`config.mk`:
```
export PLATFORM = sky130hd
export DESIGN_NAME = zstf_buffer
export DESIGN_NICKNAME = d
export VERILOG_FILES = /design/src/design/assert_macros.svh /design/src/design/zstf_pkg.sv /design/src/design/zstf_buffer.sv
export SDC_FILE = /design/constraint.sdc
export NUM_CORES = 1
export LEC_CHECK = 0
export BUFFER_PORTS_ARGS = -buffer_cell sky130_fd_sc_hd__buf_2
export CAP_MARGIN = 30
export CORE_ASPECT_RATIO = 0.5
export CORE_MARGIN = 4
export CORE_UTILIZATION = 45
export CTS_CLUSTER_SIZE = 12
export DETAILED_ROUTE_END_ITERATION = 10
export PLACE_DENSITY = 0.62
export SKIP_CTS_REPAIR_TIMING = 1
export SYNTH_ARGS = -nofsm -noshare
export SYNTH_HDL_FRONTEND = slang
export SYNTH_SLANG_ARGS = --single-unit
```
`constraint.sdc`:
```
create_clock -name clk -period 2.8 [get_ports clk]
set_clock_uncertainty 0.2 [all_clocks]
set_input_delay 0.28 -clock clk [delete_from_list [all_inputs] [get_ports clk]]
set_output_delay 0.28 -clock clk [all_outputs]
set_load 0.05 [all_outputs]
```
`src/design/assert_macros.svh`:
```
// Assertion macros shared by the RTL of the zero-sum triplet finder.
// Depends on nothing; included by files that carry concurrent checks.
`ifndef ASSERT_MACROS_SVH
`define ASSERT_MACROS_SVH

// Implication check, disabled while reset is asserted.
`define ASSERT_IMPL(label, clk, rst_n, ante, cons) \
	label: assert property (@(posedge clk) disable iff (!rst_n) (ante) |-> (cons)) \
		else $error("assertion failed");

// Next-cycle implication check, disabled while reset is asserted.
`define ASSERT_NEXT(label, clk, rst_n, ante, cons) \
	label: assert property (@(posedge clk) disable iff (!rst_n) (ante) |=> (cons)) \
		else $error("assertion failed");

`endif

```
`src/design/zstf_pkg.sv`:
```
// Package for the zero-sum triplet finder: sizes, sequencer state type.
// Depends on nothing.
package zstf_pkg;

	localparam int unsigned DefMaxValues   = 64;
	localparam int unsigned DefMaxTriplets = 64;
	localparam int unsigned ValW           = 16;

	// sequencer states, one-hot
	typedef enum logic [8:0] {
		ST_LOAD  = 9'b000000001,
		ST_SRD   = 9'b000000010,
		ST_SCMP  = 9'b000000100,
		ST_SRCH  = 9'b000001000,
		ST_RDX   = 9'b000010000,
		ST_SUM   = 9'b000100000,
		ST_TCHK  = 9'b001000000,
		ST_EMIT  = 9'b010000000,
		ST_WAIT  = 9'b100000000
	} state_t;

endpackage

```
`src/design/zstf_buffer.sv`:
```
// Value buffer memory for the zero-sum triplet finder.
// Depends on zstf_pkg. One write port, two registered read ports.
module zstf_buffer import zstf_pkg::*; #(
	parameter int unsigned MaxValues = DefMaxValues,
	localparam int unsigned AW = $clog2(MaxValues)
) (
	input  logic                   clk,
	input  logic                   we,
	input  logic [AW-1:0]          waddr,
	input  logic signed [ValW-1:0] wdata,
	input  logic [AW-1:0]          raddr_a,
	input  logic [AW-1:0]          raddr_b,
	output logic signed [ValW-1:0] rdata_a,
	output logic signed [ValW-1:0] rdata_b
);

	logic signed [ValW-1:0] mem_q [MaxValues];

	// write and registered reads
	always_ff @(posedge clk) begin
		if (we) begin
			mem_q[waddr] <= wdata;
		end
		rdata_a <= mem_q[raddr_a];
		rdata_b <= mem_q[raddr_b];
	end

endmodule

```
==> flow_metrics.env, run 1 <==
export IMPL_vias=29100
export IMPL_period_minus_slack_ns=2.52
export IMPL_ioPinCount=68
export IMPL_numCtsBuffers=101
export IMPL_met2_length_um=68600
export IMPL_groute_usage_overall=0.267
export IMPL_relSlewSlack=0.340
export IMPL_fillers=8453
export IMPL_min_from="waddr[2]"
export IMPL_synth_edf_count=1024
export IMPL_final_util=0.526
export IMPL_startpoint="mem_q[3][14]$_DFFE_PP_"
export IMPL_wl_per_cell_um=34.3
export IMPL_clock_sinks=1056
export IMPL_cts_root_buf="clkbuf_16"
export IMPL_end_kind="flip-flop"
export IMPL_grt_pass1_wl_um=215000
export IMPL_synthToLayoutAreaGrowth_pct=16.0
export IMPL_hold_class="primary input to flip-flop"
export IMPL_clk_path_buf_depth=3
export IMPL_dp_slack_ns=-0.344
export IMPL_die_w_um=474
export IMPL_synthArstFlopShare=0
export IMPL_first_pass_iters=6
export IMPL_syn_mean_instance_area_sq_um=18.9
export IMPL_yosysWarnings=0
export IMPL_fin_tns_setup_ns=0
export IMPL_synthAdderAreaFrac=0
export IMPL_syn_area_sq_um=48800
export IMPL_top_layer="met5"
export IMPL_cts_tree="built"
export IMPL_worst_pin_slew_ns=0.990
export IMPL_cp_data_required_time_ns=3.17
export IMPL_synth_top_family_by_area="multiplexers"
export IMPL_drive_gt1_frac=0.395
export IMPL_grt_overflow_total=0
export IMPL_reg2reg_depth=5
export IMPL_crit_path_max_fanout=2
export IMPL_drt_iter0_drc=4001
export IMPL_synth_xor_area_share=0
export IMPL_most_common_layout_cells="1024 x edfxtp_1, 407 x mux4_2, 319 x buf_4"
export IMPL_nets=2971
export IMPL_initial_core_util=0.454
export IMPL_antenna_found_initial=8
export IMPL_rsz0062_at_grt="no"
export IMPL_total_power_mw=33.9
export IMPL_die_y_um=241
export IMPL_vdd_ir_drop_worst_uv=438
export IMPL_p_leak_nw=18.5
export IMPL_r2r_start="mem_q[3][14]$_DFFE_PP_"
export IMPL_max_freq_mhz=397
export IMPL_clk_pin_slew_ns=0.06
export IMPL_synth_compound_area_frac=0.0485
export IMPL_syn_num_nets=2618
export IMPL_worst_slack_ns=0.282
export IMPL_grt_pass1_vias=29000
export IMPL_hold_end="mem_q[53][2]$_DFFE_PP_"
export IMPL_drc=0
export IMPL_ys_flop_type="edfxtp_1"
export IMPL_path_class="flip-flop to flip-flop"
export IMPL_die_area_sq_um=114000
export IMPL_setup_viol=0
export IMPL_synthCells=2582
export IMPL_vias_per_cell=6.55
export IMPL_p_per_area_nw_per_um2=599
export IMPL_grt_max_degree=65
export IMPL_htree_levels=3
export IMPL_hpwl_um=101000
export IMPL_io_buffers=67
export IMPL_met1_length_um=62000
export IMPL_yosys_area_share_simple=0.0225
export IMPL_clock_latency_ns=0.70
export IMPL_synth_area_mux_share=0.259
export IMPL_drv_slew=0
export IMPL_ys_ff_latch=1056
export IMPL_whs_path_depth=3
export IMPL_wl_met3_um=17600
export IMPL_status="completed"
export IMPL_ant_nets=0
export IMPL_holdWs_ns=0.0163
export IMPL_place_gp_congestion=0.891
export IMPL_core_sq_um=108000
export IMPL_final_common_cell="edfxtp_1"
export IMPL_synthDistinctLibCells=43
export IMPL_routed_wl_um=153000
export IMPL_num_rows=85
export IMPL_ys_seq_area_frac=0.643
export IMPL_maxCapViolCount=0
export IMPL_cp_start_kind="flip-flop"
export IMPL_cp_data_arrival_time_ns=2.89
export IMPL_hold_viol=0
export IMPL_timing_rr_end="rdata_b[14]$_DFF_P_"
export IMPL_period_share=0.899
export IMPL_rrSetupSlack_ns=0.28
-- worst max-delay path, stage by stage (launching register included) --
cell      delay (ns)
edfxtp_1        0.38
mux4_2          0.51
a221o_1         0.33
a21oi_1         0.59
a221oi_1        0.16
and3_1          0.21
-- report_power, final --
part / internal, mW / switching, mW
Sequential: 17.5 / 0.0990
Combinational: 1.42 / 2.14
Clock: 7.05 / 5.70
Total: 26.0 / 7.94
-- synth_stat cells (2+ instances only) --
cell	number	area, sq um
a211oi_1	96	721
a21oi_1	32	160
a221o_1	8	80.1
a221oi_1	23	201
a22oi_1	24	180
a311oi_1	24	210
a31oi_1	24	150
and2_1	2	12.5
and3_1	10	62.6
buf_1	14	52.6
buf_12	3	60.1
buf_2	69	345
buf_4	52	390
buf_6	19	214
buf_8	3	45.0
clkbuf_1	47	176
clkbuf_4	6	45.0
clkinv_1	2	7.51
dfxtp_1	32	641
edfxtp_1	1024	30700
inv_1	2	7.51
mux2_2	152	1710
mux2i_1	152	1520
mux4_1	9	236
mux4_2	407	9170
nand2_1	80	300
nand2b_1	10	62.6
nand3_1	5	25.0
nand3b_1	2	15.0
nand4_1	2	12.5
nor2_1	93	349
nor2_2	2	12.5
nor2b_1	8	50.1
nor3_1	2	10.0
nor4_1	24	150
o21ai_0	23	115
o21ai_1	17	85.1
o22ai_1	72	450
or2_2	2	12.5
-- worst max path at each step --
stage	endpoint	slack, ns
global placement	rdata_b[7]$_DFF_P_	-0.31
finish	rdata_b[14]$_DFF_P_	0.28
floorplan	mem_q[48][0]$_DFFE_PP_	0.29
detailed placement	rdata_b[7]$_DFF_P_	-0.34
CTS	rdata_b[9]$_DFF_P_	0.34
global route	rdata_a[13]$_DFF_P_	0.26
-- metrics by stage --
stage               area (sq um)  instances
global placement           53600       4255
floorplan                  48800       2582
detailed placement         53600       4255
global route               56600       4437
finish                     56600       4444
CTS                        56500       4425
-- registers in the layout (all words and copies together), names as in the netlist --
name     cells
rdata_b     16
rdata_a     16
mem_q     1024
-- metal layers --
metal | global-route usage | vias up
li1 | - | 11700
met1 | 0.385 | 15500
met2 | 0.405 | 1591
met3 | 0.0755 | 271
met4 | 0.0700 | 10
met5 | 0 | -
-- cell type report --
class,count,area [sq um],share of cell area
flip-flops and latches,1056,31400,0.554
multi-input cells,1309,16300,0.287
repair buffers,463,4220,0.0745
clock buffers,162,2880,0.0509
well taps,1435,1800,0.0317
clock inverters,8,58.8,0.00104
diodes,7,17.5,0.000309
inverters,4,15.0,0.000265
-- logic make-up after synthesis --
family                 count (synthesis)
flip-flops                          1056
multiplexers                         720
AO/OA/AOI/OAI                        344
AND/OR/NAND/NOR                      245
buffers and inverters                217
Power figures use the tool's default switching activity.
==> run 2: changes to the inputs <==
--- a/config.mk
+++ b/config.mk
@@ -7,12 +7,14 @@
 export LEC_CHECK = 0
 export BUFFER_PORTS_ARGS = -buffer_cell sky130_fd_sc_hd__buf_2
 export CAP_MARGIN = 30
+export CELL_PAD_IN_SITES_DETAIL_PLACEMENT = 1
+export CELL_PAD_IN_SITES_GLOBAL_PLACEMENT = 2
 export CORE_ASPECT_RATIO = 0.5
 export CORE_MARGIN = 4
 export CORE_UTILIZATION = 45
 export CTS_CLUSTER_SIZE = 12
 export DETAILED_ROUTE_END_ITERATION = 10
-export PLACE_DENSITY = 0.62
+export PLACE_DENSITY = 0.75
 export SKIP_CTS_REPAIR_TIMING = 1
 export SYNTH_ARGS = -nofsm -noshare
 export SYNTH_HDL_FRONTEND = slang
==> flow_metrics.env, run 2 (synthesis gave the netlist of run 1 again) <==
export IMPL_final_common_cell="edfxtp_1"
export IMPL_rsz0062_at_grt="no"
export IMPL_clk_path_buf_depth=3
export IMPL_p_per_area_nw_per_um2=603
export IMPL_cts_tree="built"
export IMPL_hold_viol=0
export IMPL_vias=29400
export IMPL_clk_pin_slew_ns=0.06
export IMPL_top_layer="met5"
export IMPL_antenna_found_initial=13
export IMPL_most_common_layout_cells="1024 x edfxtp_1, 407 x mux4_2, 300 x buf_4"
export IMPL_place_gp_congestion=0.873
export IMPL_die_w_um=474
export IMPL_final_util=0.523
export IMPL_synthToLayoutAreaGrowth_pct=15.3
export IMPL_design_area_sq_um=56300
export IMPL_crit_path_max_fanout=2
export IMPL_p_int_mw=25.8
export IMPL_io_buffers=67
export IMPL_numCtsBuffers=101
export IMPL_grt_overflow_total=0
export IMPL_worst_slack_ns=0.146
export IMPL_met1_length_um=67500
export IMPL_relSlewSlack=0.314
export IMPL_dp_slack_ns=-0.474
export IMPL_vdd_ir_drop_worst_uv=412
export IMPL_maxCapViolCount=0
export IMPL_grt_pass1_vias=30500
export IMPL_worst_pin_slew_ns=1.03
export IMPL_p_clk_frac=0.377
export IMPL_max_freq_mhz=377
export IMPL_cp_start_kind="flip-flop"
export IMPL_grt_max_degree=65
export IMPL_period_share=0.948
export IMPL_fin_tns_setup_ns=0
export IMPL_reg_largest_list="mem_q: 1024 flops, rdata_a: 16 flops, rdata_b: 16 flops"
export IMPL_clock_sinks=1056
export IMPL_clock_latency_ns=0.72
export IMPL_grt_pass1_wl_um=230000
export IMPL_drt_iter0_drc=3963
export IMPL_seq_power_share=0.518
export IMPL_initial_core_util=0.454
export IMPL_hpwl_um=107000
export IMPL_p_switching_mw=8.09
export IMPL_met2_length_um=73000
export IMPL_ioPinCount=68
export IMPL_regMostFlops="mem_q"
export IMPL_status="completed"
export IMPL_hold_class="primary input to flip-flop"
export IMPL_ant_nets=0
export IMPL_first_pass_iters=7
export IMPL_drive_gt1_frac=0.388
export IMPL_cts_root_buf="clkbuf_16"
export IMPL_end_kind="flip-flop"
export IMPL_wl_met3_um=15700
export IMPL_cp_data_arrival_time_ns=2.97
export IMPL_largest_reg_flops=1024
export IMPL_postPlaceCellArea_sq_um=53300
export IMPL_p_leak_nw=18.3
export IMPL_core_sq_um=108000
export IMPL_die_area_sq_um=114000
export IMPL_groute_usage_overall=0.283
export IMPL_period_minus_slack_ns=2.65
export IMPL_total_power_mw=33.9
export IMPL_swShare=0.238
export IMPL_drv_slew=0
export IMPL_num_rows=85
export IMPL_nets=2945
export IMPL_vias_per_cell=6.67
export IMPL_htree_levels=3
export IMPL_routed_wl_um=161000
export IMPL_combPwrFrac=0.105
export IMPL_wl_per_cell_um=36.5
export IMPL_cp_data_required_time_ns=3.11
export IMPL_setup_viol=0
export IMPL_die_y_um=241
export IMPL_drc=0
export IMPL_path_class="flip-flop to flip-flop"
run 2: changes by cell type in the layout (fill, tap and decap cells not counted), moves of 4 or more:
cell,delta
buf_12,-7
buf_4,-19
clkbuf_1,-5
diode_2,-4
nor2_1,+7
nor2_2,-7
run 2: final timing paths:
path                                             start                   to  slack, ns  cells after the start
worst max-delay path            mem_q[32][2]$_DFFE_PP_   rdata_b[2]$_DFF_P_       0.15                      5
worst min-delay path                        raddr_b[5]  rdata_b[14]$_DFF_P_       0.05                      4
worst max register to register  mem_q[32][2]$_DFFE_PP_   rdata_b[2]$_DFF_P_       0.15                      5
worst min register to register  mem_q[16][3]$_DFFE_PP_   rdata_b[3]$_DFF_P_       0.77                      4
run 2: per-layer routing:
layer  up-vias  global-route usage
li1      11700                   -
met1     15900               0.413
met2      1551               0.433
met3       281              0.0652
met4        18              0.0784
met5         -                   0
run 2: critical path: stages, from the launching register on:
cell      delay (ns)
edfxtp_1        0.38
mux4_2          0.50
mux2i_1         0.33
o21ai_1         0.14
nor2_1          0.66
nor4_1          0.26
run 2: layout make-up:
| type | count | area (sq um) |
|---|---|---|
| Inverter | 4 | 15.0 |
| Multi-Input combinational cell | 1309 | 16200 |
| Sequential cell | 1056 | 31400 |
| Clock inverter | 6 | 25.0 |
| Clock buffer | 158 | 2880 |
| Antenna cell | 3 | 7.51 |
| Timing Repair Buffer | 437 | 3940 |
| Fill cell | 9689 | 51300 |
| Tap cell | 1435 | 1800 |
run 2: per-stage QoR:
step,cells,hold slack [ns]
final,4408,0.0508
after global routing,4405,0.0133
after CTS,4394,-0.240
after detailed placement,4230,0.527
after global placement,4230,0.510
after floorplan,2582,0.179
run 2: power groups by stage:
| stage | logic [mW] | clock network (mW) | registers, mW |
|---|---|---|---|
| after floorplan | 1.72 | 0 | 18.1 |
| after global placement | 3.46 | 0 | 17.9 |
| after detailed placement | 3.51 | 0 | 17.9 |
| after CTS | 3.52 | 12.9 | 17.6 |
| after global routing | 3.70 | 13.7 | 17.6 |
| final | 3.57 | 12.8 | 17.6 |
